### config.mk
export PLATFORM = sky130hd
export DESIGN_NAME = digraph_reachability
export DESIGN_NICKNAME = d
export VERILOG_FILES = /design/src/sv/dgr_pkg.sv /design/src/sv/dgr_ctrl.sv /design/src/sv/dgr_datapath.sv /design/src/sv/digraph_reachability.sv
export SDC_FILE = /design/constraint.sdc
export NUM_CORES = 1
export LEC_CHECK = 0
export ABC_AREA = 0
export BUFFER_PORTS_ARGS = -buffer_cell sky130_fd_sc_hd__clkbuf_2
export CAP_MARGIN = 5
export CORE_AREA = 2 2 188 190
export DETAILED_ROUTE_END_ITERATION = 10
export DIE_AREA = 0 0 190 192
export GPL_ROUTABILITY_DRIVEN = 0
export SETUP_SLACK_MARGIN = 0.1
export SYNTH_ARGS = -nofsm -noshare
export SYNTH_HDL_FRONTEND = slang
export SYNTH_HIERARCHICAL = 1
export SYNTH_SLANG_ARGS = --single-unit
### constraint.sdc
create_clock -name i_clk -period 4.3 [get_ports i_clk]
set_input_delay 1.075 -clock i_clk [delete_from_list [all_inputs] [get_ports i_clk]]
set_output_delay 1.075 -clock i_clk [all_outputs]
set_load 0.01 [all_outputs]
### src/sv/dgr_pkg.sv
`timescale 1ns / 1ps

package dgr_pkg;

    // Item mode codes
    localparam logic [1:0] MODE_ADD   = 2'd0;
    localparam logic [1:0] MODE_QUERY = 2'd1;
    localparam logic [1:0] MODE_CLEAR = 2'd2;

    localparam int unsigned FIELD_W     = 4;
    localparam int unsigned COUNT_W     = 5;
    localparam logic [4:0]  COUNT_RESET = 5'd16;

    typedef enum logic [1:0] {
        ST_IDLE,
        ST_DECODE,
        ST_WALK,
        ST_DONE
    } t_state;

    // Controller to datapath
    typedef struct packed {
        logic load;
        logic add_edge;
        logic clear_all;
        logic walk_start;
        logic walk_step;
        logic push;
    } t_dgr_cmd;

    // Datapath to controller
    typedef struct packed {
        logic [1:0] mode;
        logic       range_err;
        logic       walk_done;
        logic       out_free;
    } t_dgr_stat;

endpackage

### src/sv/dgr_ctrl.sv
`timescale 1ns / 1ps

module dgr_ctrl (
    input  logic                i_clk,
    input  logic                i_rst_n,
    input  logic                i_in_valid,
    output logic                o_in_ready,
    input  dgr_pkg::t_dgr_stat  i_stat,
    output dgr_pkg::t_dgr_cmd   o_cmd
);

    dgr_pkg::t_state r_state;
    dgr_pkg::t_state n_state;

    always_ff @(posedge i_clk) begin
        if (!i_rst_n) begin
            r_state <= dgr_pkg::ST_IDLE;
        end else begin
            r_state <= n_state;
        end
    end

    always_comb begin
        n_state    = r_state;
        o_cmd      = '0;
        o_in_ready = 1'b0;
        unique case (r_state)
            dgr_pkg::ST_IDLE: begin
                o_in_ready = 1'b1;
                if (i_in_valid) begin
                    o_cmd.load = 1'b1;
                    n_state    = dgr_pkg::ST_DECODE;
                end
            end
            dgr_pkg::ST_DECODE: begin
                n_state = dgr_pkg::ST_DONE;
                if (i_stat.mode == dgr_pkg::MODE_CLEAR) begin
                    o_cmd.clear_all = 1'b1;
                end else if (i_stat.mode == dgr_pkg::MODE_ADD && !i_stat.range_err) begin
                    o_cmd.add_edge = 1'b1;
                end else if (i_stat.mode == dgr_pkg::MODE_QUERY && !i_stat.range_err) begin
                    o_cmd.walk_start = 1'b1;
                    n_state          = dgr_pkg::ST_WALK;
                end
            end
            dgr_pkg::ST_WALK: begin
                if (i_stat.walk_done) begin
                    n_state = dgr_pkg::ST_DONE;
                end else begin
                    o_cmd.walk_step = 1'b1;
                end
            end
            dgr_pkg::ST_DONE: begin
                if (i_stat.out_free) begin
                    o_cmd.push = 1'b1;
                    n_state    = dgr_pkg::ST_IDLE;
                end
            end
            default: begin
                n_state = dgr_pkg::ST_IDLE;
            end
        endcase
    end

    a_push_free: assert property (@(posedge i_clk) disable iff (!i_rst_n)
        o_cmd.push |-> i_stat.out_free)
        else $error("result pushed into a full output register");

    a_cmd_single: assert property (@(posedge i_clk) disable iff (!i_rst_n)
        $onehot0(o_cmd))
        else $error("more than one datapath command at once");

    a_step_follows: assert property (@(posedge i_clk) disable iff (!i_rst_n)
        o_cmd.walk_start |=> !o_cmd.push && r_state == dgr_pkg::ST_WALK)
        else $error("walk did not begin after start");

endmodule

### src/sv/dgr_datapath.sv
`timescale 1ns / 1ps

module dgr_datapath #(
    parameter int MAX_VERTICES = 16
) (
    input  logic                                i_clk,
    input  logic                                i_rst_n,
    input  logic [1:0]                          i_mode,
    input  logic [dgr_pkg::FIELD_W-1:0]         i_from_vertex,
    input  logic [dgr_pkg::FIELD_W-1:0]         i_to_vertex,
    input  logic                                i_cfg_we,
    input  logic [dgr_pkg::COUNT_W-1:0]         i_cfg_data,
    input  logic                                i_out_ready,
    input  dgr_pkg::t_dgr_cmd                   i_cmd,
    output dgr_pkg::t_dgr_stat                  o_stat,
    output logic                                o_out_valid,
    output logic                                o_reachable,
    output logic                                o_status
);

    localparam int VW = (MAX_VERTICES > 1) ? $clog2(MAX_VERTICES) : 1;

    logic [dgr_pkg::COUNT_W-1:0]   r_vertex_count;
    logic [1:0]                    r_mode;
    logic [dgr_pkg::FIELD_W-1:0]   r_from;
    logic [dgr_pkg::FIELD_W-1:0]   r_to;
    logic [MAX_VERTICES-1:0]       r_adj [MAX_VERTICES];
    logic [MAX_VERTICES-1:0]       r_visited;
    logic [MAX_VERTICES-1:0]       r_pending;
    logic                          r_out_valid;
    logic                          r_reachable;
    logic                          r_status;

    logic [MAX_VERTICES-1:0]       w_mask;
    logic [VW-1:0]                 w_src_idx;
    logic [VW-1:0]                 w_dst_idx;
    logic [VW-1:0]                 w_sel_idx;
    logic [MAX_VERTICES-1:0]       w_sel_bit;
    logic [MAX_VERTICES-1:0]       w_src_bit;
    logic [MAX_VERTICES-1:0]       w_new;
    logic                          w_range_err;
    logic                          w_is_vertex_mode;
    logic                          w_hit;
    logic                          w_out_free;

    // Live vertex mask: bit i set while i is below the configured count
    for (genvar gi = 0; gi < MAX_VERTICES; gi++) begin : g_mask
        assign w_mask[gi] = (int'(r_vertex_count) > gi);
    end

    assign w_src_idx = VW'(r_from);
    assign w_dst_idx = VW'(r_to);
    assign w_src_bit = {{(MAX_VERTICES-1){1'b0}}, 1'b1} << w_src_idx;

    assign w_range_err = (r_from >= 4'(r_vertex_count) && r_vertex_count < 5'd16)
                       || (r_to >= 4'(r_vertex_count) && r_vertex_count < 5'd16)
                       || (int'(r_from) >= MAX_VERTICES)
                       || (int'(r_to) >= MAX_VERTICES);

    // Lowest pending vertex is the next row to expand
    always_comb begin
        w_sel_idx = '0;
        for (int i = MAX_VERTICES - 1; i >= 0; i--) begin
            if (r_pending[i]) begin
                w_sel_idx = VW'(i);
            end
        end
    end

    assign w_sel_bit = {{(MAX_VERTICES-1){1'b0}}, 1'b1} << w_sel_idx;
    assign w_new     = r_adj[w_sel_idx] & w_mask & ~r_visited;
    assign w_hit     = r_visited[w_dst_idx];

    assign w_is_vertex_mode = (r_mode == dgr_pkg::MODE_ADD) || (r_mode == dgr_pkg::MODE_QUERY);
    assign w_out_free       = !r_out_valid || i_out_ready;

    assign o_stat.mode      = r_mode;
    assign o_stat.range_err = w_range_err;
    assign o_stat.walk_done = (r_pending == '0) || w_hit;
    assign o_stat.out_free  = w_out_free;

    always_ff @(posedge i_clk) begin
        if (!i_rst_n) begin
            r_vertex_count <= dgr_pkg::COUNT_RESET;
        end else if (i_cfg_we) begin
            r_vertex_count <= i_cfg_data;
        end
    end

    always_ff @(posedge i_clk) begin
        if (i_cmd.load) begin
            r_mode <= i_mode;
            r_from <= i_from_vertex;
            r_to   <= i_to_vertex;
        end
    end

    always_ff @(posedge i_clk) begin
        if (!i_rst_n) begin
            for (int i = 0; i < MAX_VERTICES; i++) begin
                r_adj[i] <= '0;
            end
            r_visited <= '0;
            r_pending <= '0;
        end else if (i_cmd.clear_all) begin
            for (int i = 0; i < MAX_VERTICES; i++) begin
                r_adj[i] <= '0;
            end
            r_visited <= '0;
            r_pending <= '0;
        end else if (i_cmd.add_edge) begin
            r_adj[w_src_idx][w_dst_idx] <= 1'b1;
        end else if (i_cmd.walk_start) begin
            r_visited <= w_src_bit;
            r_pending <= w_src_bit;
        end else if (i_cmd.walk_step) begin
            r_visited <= r_visited | w_new;
            r_pending <= (r_pending & ~w_sel_bit) | w_new;
        end
    end

    always_ff @(posedge i_clk) begin
        if (!i_rst_n) begin
            r_out_valid <= 1'b0;
        end else if (i_cmd.push) begin
            r_out_valid <= 1'b1;
        end else if (i_out_ready) begin
            r_out_valid <= 1'b0;
        end
    end

    always_ff @(posedge i_clk) begin
        if (i_cmd.push) begin
            r_reachable <= (r_mode == dgr_pkg::MODE_QUERY) && !w_range_err && w_hit;
            r_status    <= w_is_vertex_mode && w_range_err;
        end
    end

    assign o_out_valid = r_out_valid;
    assign o_reachable = r_reachable;
    assign o_status    = r_status;

    a_pending_visited: assert property (@(posedge i_clk) disable iff (!i_rst_n)
        (r_pending & ~r_visited) == '0)
        else $error("pending vertex missing from visited set");

    a_walk_in_mask: assert property (@(posedge i_clk) disable iff (!i_rst_n)
        i_cmd.walk_step |-> (r_visited & ~w_mask) == '0)
        else $error("walk entered a vertex beyond the live count");

    a_clear_rows: assert property (@(posedge i_clk) disable iff (!i_rst_n)
        i_cmd.clear_all |=> r_adj[0] == '0 && r_visited == '0)
        else $error("clear left edges behind");

endmodule

### src/sv/digraph_reachability.sv
`timescale 1ns / 1ps

// Channel    | Dir | Handshake                      | Payload
// s_axis     | in  | s_axis_tvalid / s_axis_tready  | tdata: mode, from_vertex, to_vertex
// m_axis     | out | m_axis_tvalid / m_axis_tready  | tdata: reachable, status
// cfg        | in  | i_cfg_valid / o_cfg_ready      | i_cfg_data: vertex_count
//
// Add, clear, rejected and mode-three items pass from accept through decode to the result
// push. A query walks between decode and push, expanding one adjacency row per cycle (at most
// vertex_count rows), and the walk stops early on a hit.
// Reset (i_rst_n low at a clock edge) clears all edges, drops any held result and returns
// vertex_count to 16. A stalled result is held in the output register; the block accepts
// the next item only after its result is pushed into that register.

module digraph_reachability #(
    parameter int MAX_VERTICES = 16
) (
    input  logic        i_clk,
    input  logic        i_rst_n,

    // Input items
    input  logic        s_axis_tvalid,
    output logic        s_axis_tready,
    input  logic [15:0] s_axis_tdata,   // [1:0] mode, [5:2] from_vertex, [9:6] to_vertex

    // Result items
    output logic        m_axis_tvalid,
    input  logic        m_axis_tready,
    output logic [7:0]  m_axis_tdata,   // [0] reachable, [1] status

    // vertex_count register write
    input  logic        i_cfg_valid,
    output logic        o_cfg_ready,
    input  logic [4:0]  i_cfg_data
);

    dgr_pkg::t_dgr_cmd  w_cmd;
    dgr_pkg::t_dgr_stat w_stat;
    logic               w_reachable;
    logic               w_status;

    // Register writes are always taken; they must only arrive while idle, which the block does not enforce
    assign o_cfg_ready = 1'b1;

    dgr_ctrl u_ctrl (
        .i_clk      (i_clk),
        .i_rst_n    (i_rst_n),
        .i_in_valid (s_axis_tvalid),
        .o_in_ready (s_axis_tready),
        .i_stat     (w_stat),
        .o_cmd      (w_cmd)
    );

    // Adjacency matrix, walk sets and result register
    dgr_datapath #(
        .MAX_VERTICES (MAX_VERTICES)
    ) u_datapath (
        .i_clk         (i_clk),
        .i_rst_n       (i_rst_n),
        .i_mode        (s_axis_tdata[1:0]),
        .i_from_vertex (s_axis_tdata[5:2]),
        .i_to_vertex   (s_axis_tdata[9:6]),
        .i_cfg_we      (i_cfg_valid & o_cfg_ready),
        .i_cfg_data    (i_cfg_data),
        .i_out_ready   (m_axis_tready),
        .i_cmd         (w_cmd),
        .o_stat        (w_stat),
        .o_out_valid   (m_axis_tvalid),
        .o_reachable   (w_reachable),
        .o_status      (w_status)
    );

    // Pack result fields, lowest bit first, zero fill to a byte
    assign m_axis_tdata = {6'b000000, w_status, w_reachable};

endmodule

==> results.tsv <==
stage	metric	value	unit
run_status	status	complete, no violations	
worst_setup_path	worstPathCellList	nor2_1 -> a21boi_0 -> or2_2 -> buf_4 -> or3_1 -> a221oi_1 -> nor4_1 -> o2111ai_1 -> o21ai_0	
die	start_util	39.69	%
global_route	grt_use_total	24.45	%
sta	hold_viol	0	
flow_run	drv_cap	0	
synthesis	synth-compound-area-share	26.15	%
sta	fin_crit_sh	86.56	%
worst_setup_path	startpoint	u_datapath/r_pending[2]	
route	detail-route-antenna-nets	0	
final_layout	final_nets	1587	
sta	finalSetupViolations	0	
route	wl	45070	um
clocking	hold_buffers	0	
worst_setup_path	start_kind	register	
worst_setup_path	reg2reg_depth	9	
synthesis	synth_edf_count	12	
final_layout	regArea	0.006286	mm2
route	route.detailed.drc	0	
worst_setup_path	worst-endpoint-required	4790	ps
clocking	htree_levels	1	
synthesis	yosysWarnings	6	
sta	max_freq	268.7	MHz
final_layout	nFillCells	3339	
worst_setup_path	cp_slowest_cell	dfxtp_1	
synthesis	synth_top_family_by_area	compound AO/OA/AOI/OAI gates	
global_route	grt_antenna_before_repair	0	
sta	tns	0	ps
global_route	grt_pass1_vias	11050	
worst_hold_path	hp-class	register to register	
die	rows	68	
final_layout	multi_input_area	0.006724	mm2
route	first_pass_iters	5	
global_route	grt_start_max_net_pins	161	
synthesis	synth_area	0.01361	mm2
synthesis	synth_xor_area_share	0	%
die	die_area	0.03648	mm2
worst_setup_path	max_stage_delay	900	ps
synthesis	syn_inst	1556	
worst_setup_path	crit_path_end_kind	register	
sta	rsz0062_at_grt	false	
placement	post-dp-hpwl	28520	um
worst_setup_path	cp.arrival	4210	ps
synthesis	synth-simple-area-share	16.49	%
synthesis	ys.flop_type	dfxtp_1	
clocking	cts_buffers	31	
synthesis	yosys.cell_types.count	75	
synthesis	synthAdderAreaFrac	1.195	%
clocking	cts.sinks	308	
synthesis	synth.avg_cell_area	8.746	um2
worst_setup_path	path_class	register to register	
synthesis	synthMuxAreaShare	5.002	%
clocking	clock_path_buffers	3	
clocking	root_buffer	clkbuf_16	
synthesis	synth-seq-cells	308	
clocking	cts_resized	0	
worst_setup_path	crit_end	u_datapath/r_pending[3]	
worst_setup_path	worstReg2RegStart	u_datapath/r_pending[2]	
sta	relSlewSlack	8.732	%
route	wl_per_cell	22.23	um
die	die-height	192	um
route	drt_iter0_drc	1634	
die	die_w	190	um
die	io_pins	37	
global_route	grt_pass1_wl	68890	um
final_layout	syn_to_final_growth	12.71	%
final_layout	drive_gt1_share	11.90	%
global_route	grt_overflow	0	
worst_setup_path	timing.rr.end	u_datapath/r_pending[3]	
route	vias	12220	
die	coreArea	0.03429	mm2
sta	worstMarginPinSlew	1364	ps
clocking	cts_tree	done	
sta	layout_min_cycle_time	3722	ps
clocking	post-cts-setup-buffer-count	0	
placement	port_buffers	23	
worst_setup_path	cp_max_fo	22	
clocking	clk_latency	570	ps
clocking	clk_pin_slew	70	ps
worst_setup_path	r2r_setup_slack	580	ps
synthesis	yosysSeqAreaShare	46.19	%
route	viasPerCell	6.030	
synthesis	async_flop_share	0	%
sta	finClkSkew	13.44	ps
sta	drv_slew	0	
==> cell usage after synthesis, types with 14 or more instances <==
library cell	instances	area share [%]
nor2_1	77	2.1
nand2b_1	20	0.92
nor2b_1	14	0.64
a31oi_1	27	1.2
mux2i_1	26	1.9
a22o_1	130	8.4
a21oi_1	50	1.8
nor3_1	19	0.70
dfxtp_1	296	44
inv_1	20	0.55
nand3_1	49	1.8
buf_2	28	1.0
nand2_1	297	8.2
mux2_2	17	1.4
clkbuf_1	79	2.2
o21ai_0	175	6.4
==> area by class of cell <==
cell class | instances | area share (%)
diodes | 1 | 0.01632
inverters | 21 | 0.5140
clock buffers | 41 | 5.760
multi-input cells | 1105 | 43.84
repair buffers | 81 | 3.997
flip-flops and latches | 308 | 40.99
well taps | 455 | 3.712
clock inverters | 15 | 1.175
==> worst max-delay path, delay by kind of cell (launching register included) <==
kind | cells | cell delay, ps
AO/OA/AOI/OAI | 4 | 940
buffers and inverters | 1 | 280
flip-flops | 1 | 900
AND/OR/NAND/NOR | 4 | 1490
==> layout by cell type (no fill, tap or decap), types with 11 or more instances in the layout <==
| master | Yosys | final |
|---|---|---|
| a31oi_1 | 27 | 27 |
| a21oi_1 | 50 | 49 |
| nand2b_1 | 20 | 20 |
| mux2i_1 | 26 | 26 |
| o211ai_1 | 13 | 13 |
| a22o_1 | 130 | 130 |
| ha_1 | 13 | 13 |
| inv_1 | 20 | 20 |
| nand3_1 | 49 | 49 |
| edfxtp_1 | 12 | 12 |
| nor2_1 | 77 | 75 |
| a22oi_1 | 13 | 13 |
| o21ai_0 | 175 | 175 |
| clkbuf_16 | 0 | 31 |
| nor2b_1 | 14 | 13 |
| nand2_1 | 297 | 295 |
| clkbuf_2 | 0 | 23 |
| mux2_2 | 17 | 17 |
| nor3_1 | 19 | 16 |
| o22ai_1 | 11 | 11 |
| o221ai_1 | 11 | 11 |
| dfxtp_1 | 296 | 296 |
| buf_4 | 13 | 53 |
==> worst min path at each step <==
stage,cells after the start,start,slack [ps],endpoint
after floorplan,2,u_datapath/r_adj[14][14],420,u_datapath/r_adj[14][14]
after global placement,2,u_datapath/r_adj[6][5],430,u_datapath/r_adj[6][5]
after detailed placement,2,u_datapath/r_adj[14][14],440,u_datapath/r_adj[14][14]
after CTS,2,u_datapath/r_adj[14][6],450,u_datapath/r_adj[14][6]
after global routing,2,u_datapath/r_adj[0][12],470,u_datapath/r_adj[0][12]
final,2,u_datapath/r_adj[14][6],450,u_datapath/r_adj[14][6]
==> state kept, by name (all words and copies together) (netlist names), 2 cells and up <==
signal                     flops
u_ctrl/r_state                 2
u_datapath/r_adj             256
u_datapath/r_from              4
u_datapath/r_mode              2
u_datapath/r_pending          16
u_datapath/r_to                4
u_datapath/r_vertex_count      5
u_datapath/r_visited          16
==> through the flow <==
stage	setup WS, ps	area (um2)	hold WS (ps)	utilization (%)	instances
3_3_place_gp	768.2	14270	426.0	41.61	1970
3_5_place_dp	739.8	14270	438.6	41.62	1970
5_1_grt	267.6	15330	474.9	44.72	2026
4_1_cts	702.2	15330	453.3	44.72	2026
2_1_floorplan	554.1	13630	416.3	-	1561
6_report	578.0	15340	449.5	44.73	2027
==> routing by layer <==
layer	track usage (%)	wire length, um	up-vias	share of wire (%)
li1	-	-	5629	-
met1	35.87	20430	5991	45
met2	37.20	19700	498	44
met3	3.051	3346	105	7.4
met4	7.692	1591	0	3.5
met5	0	0	-	0
==> logic make-up after synthesis <==
family / count (synthesis)
and+or+nand+nor: 517
adders and majority gates: 13
AOI/OAI and AO/OA: 515
muxes: 53
buffers and inverters: 148
other: 2
DFF: 308
Power is not shown: default switching activity piles up to over one toggle a cycle in this logic, so the estimate is an artifact.
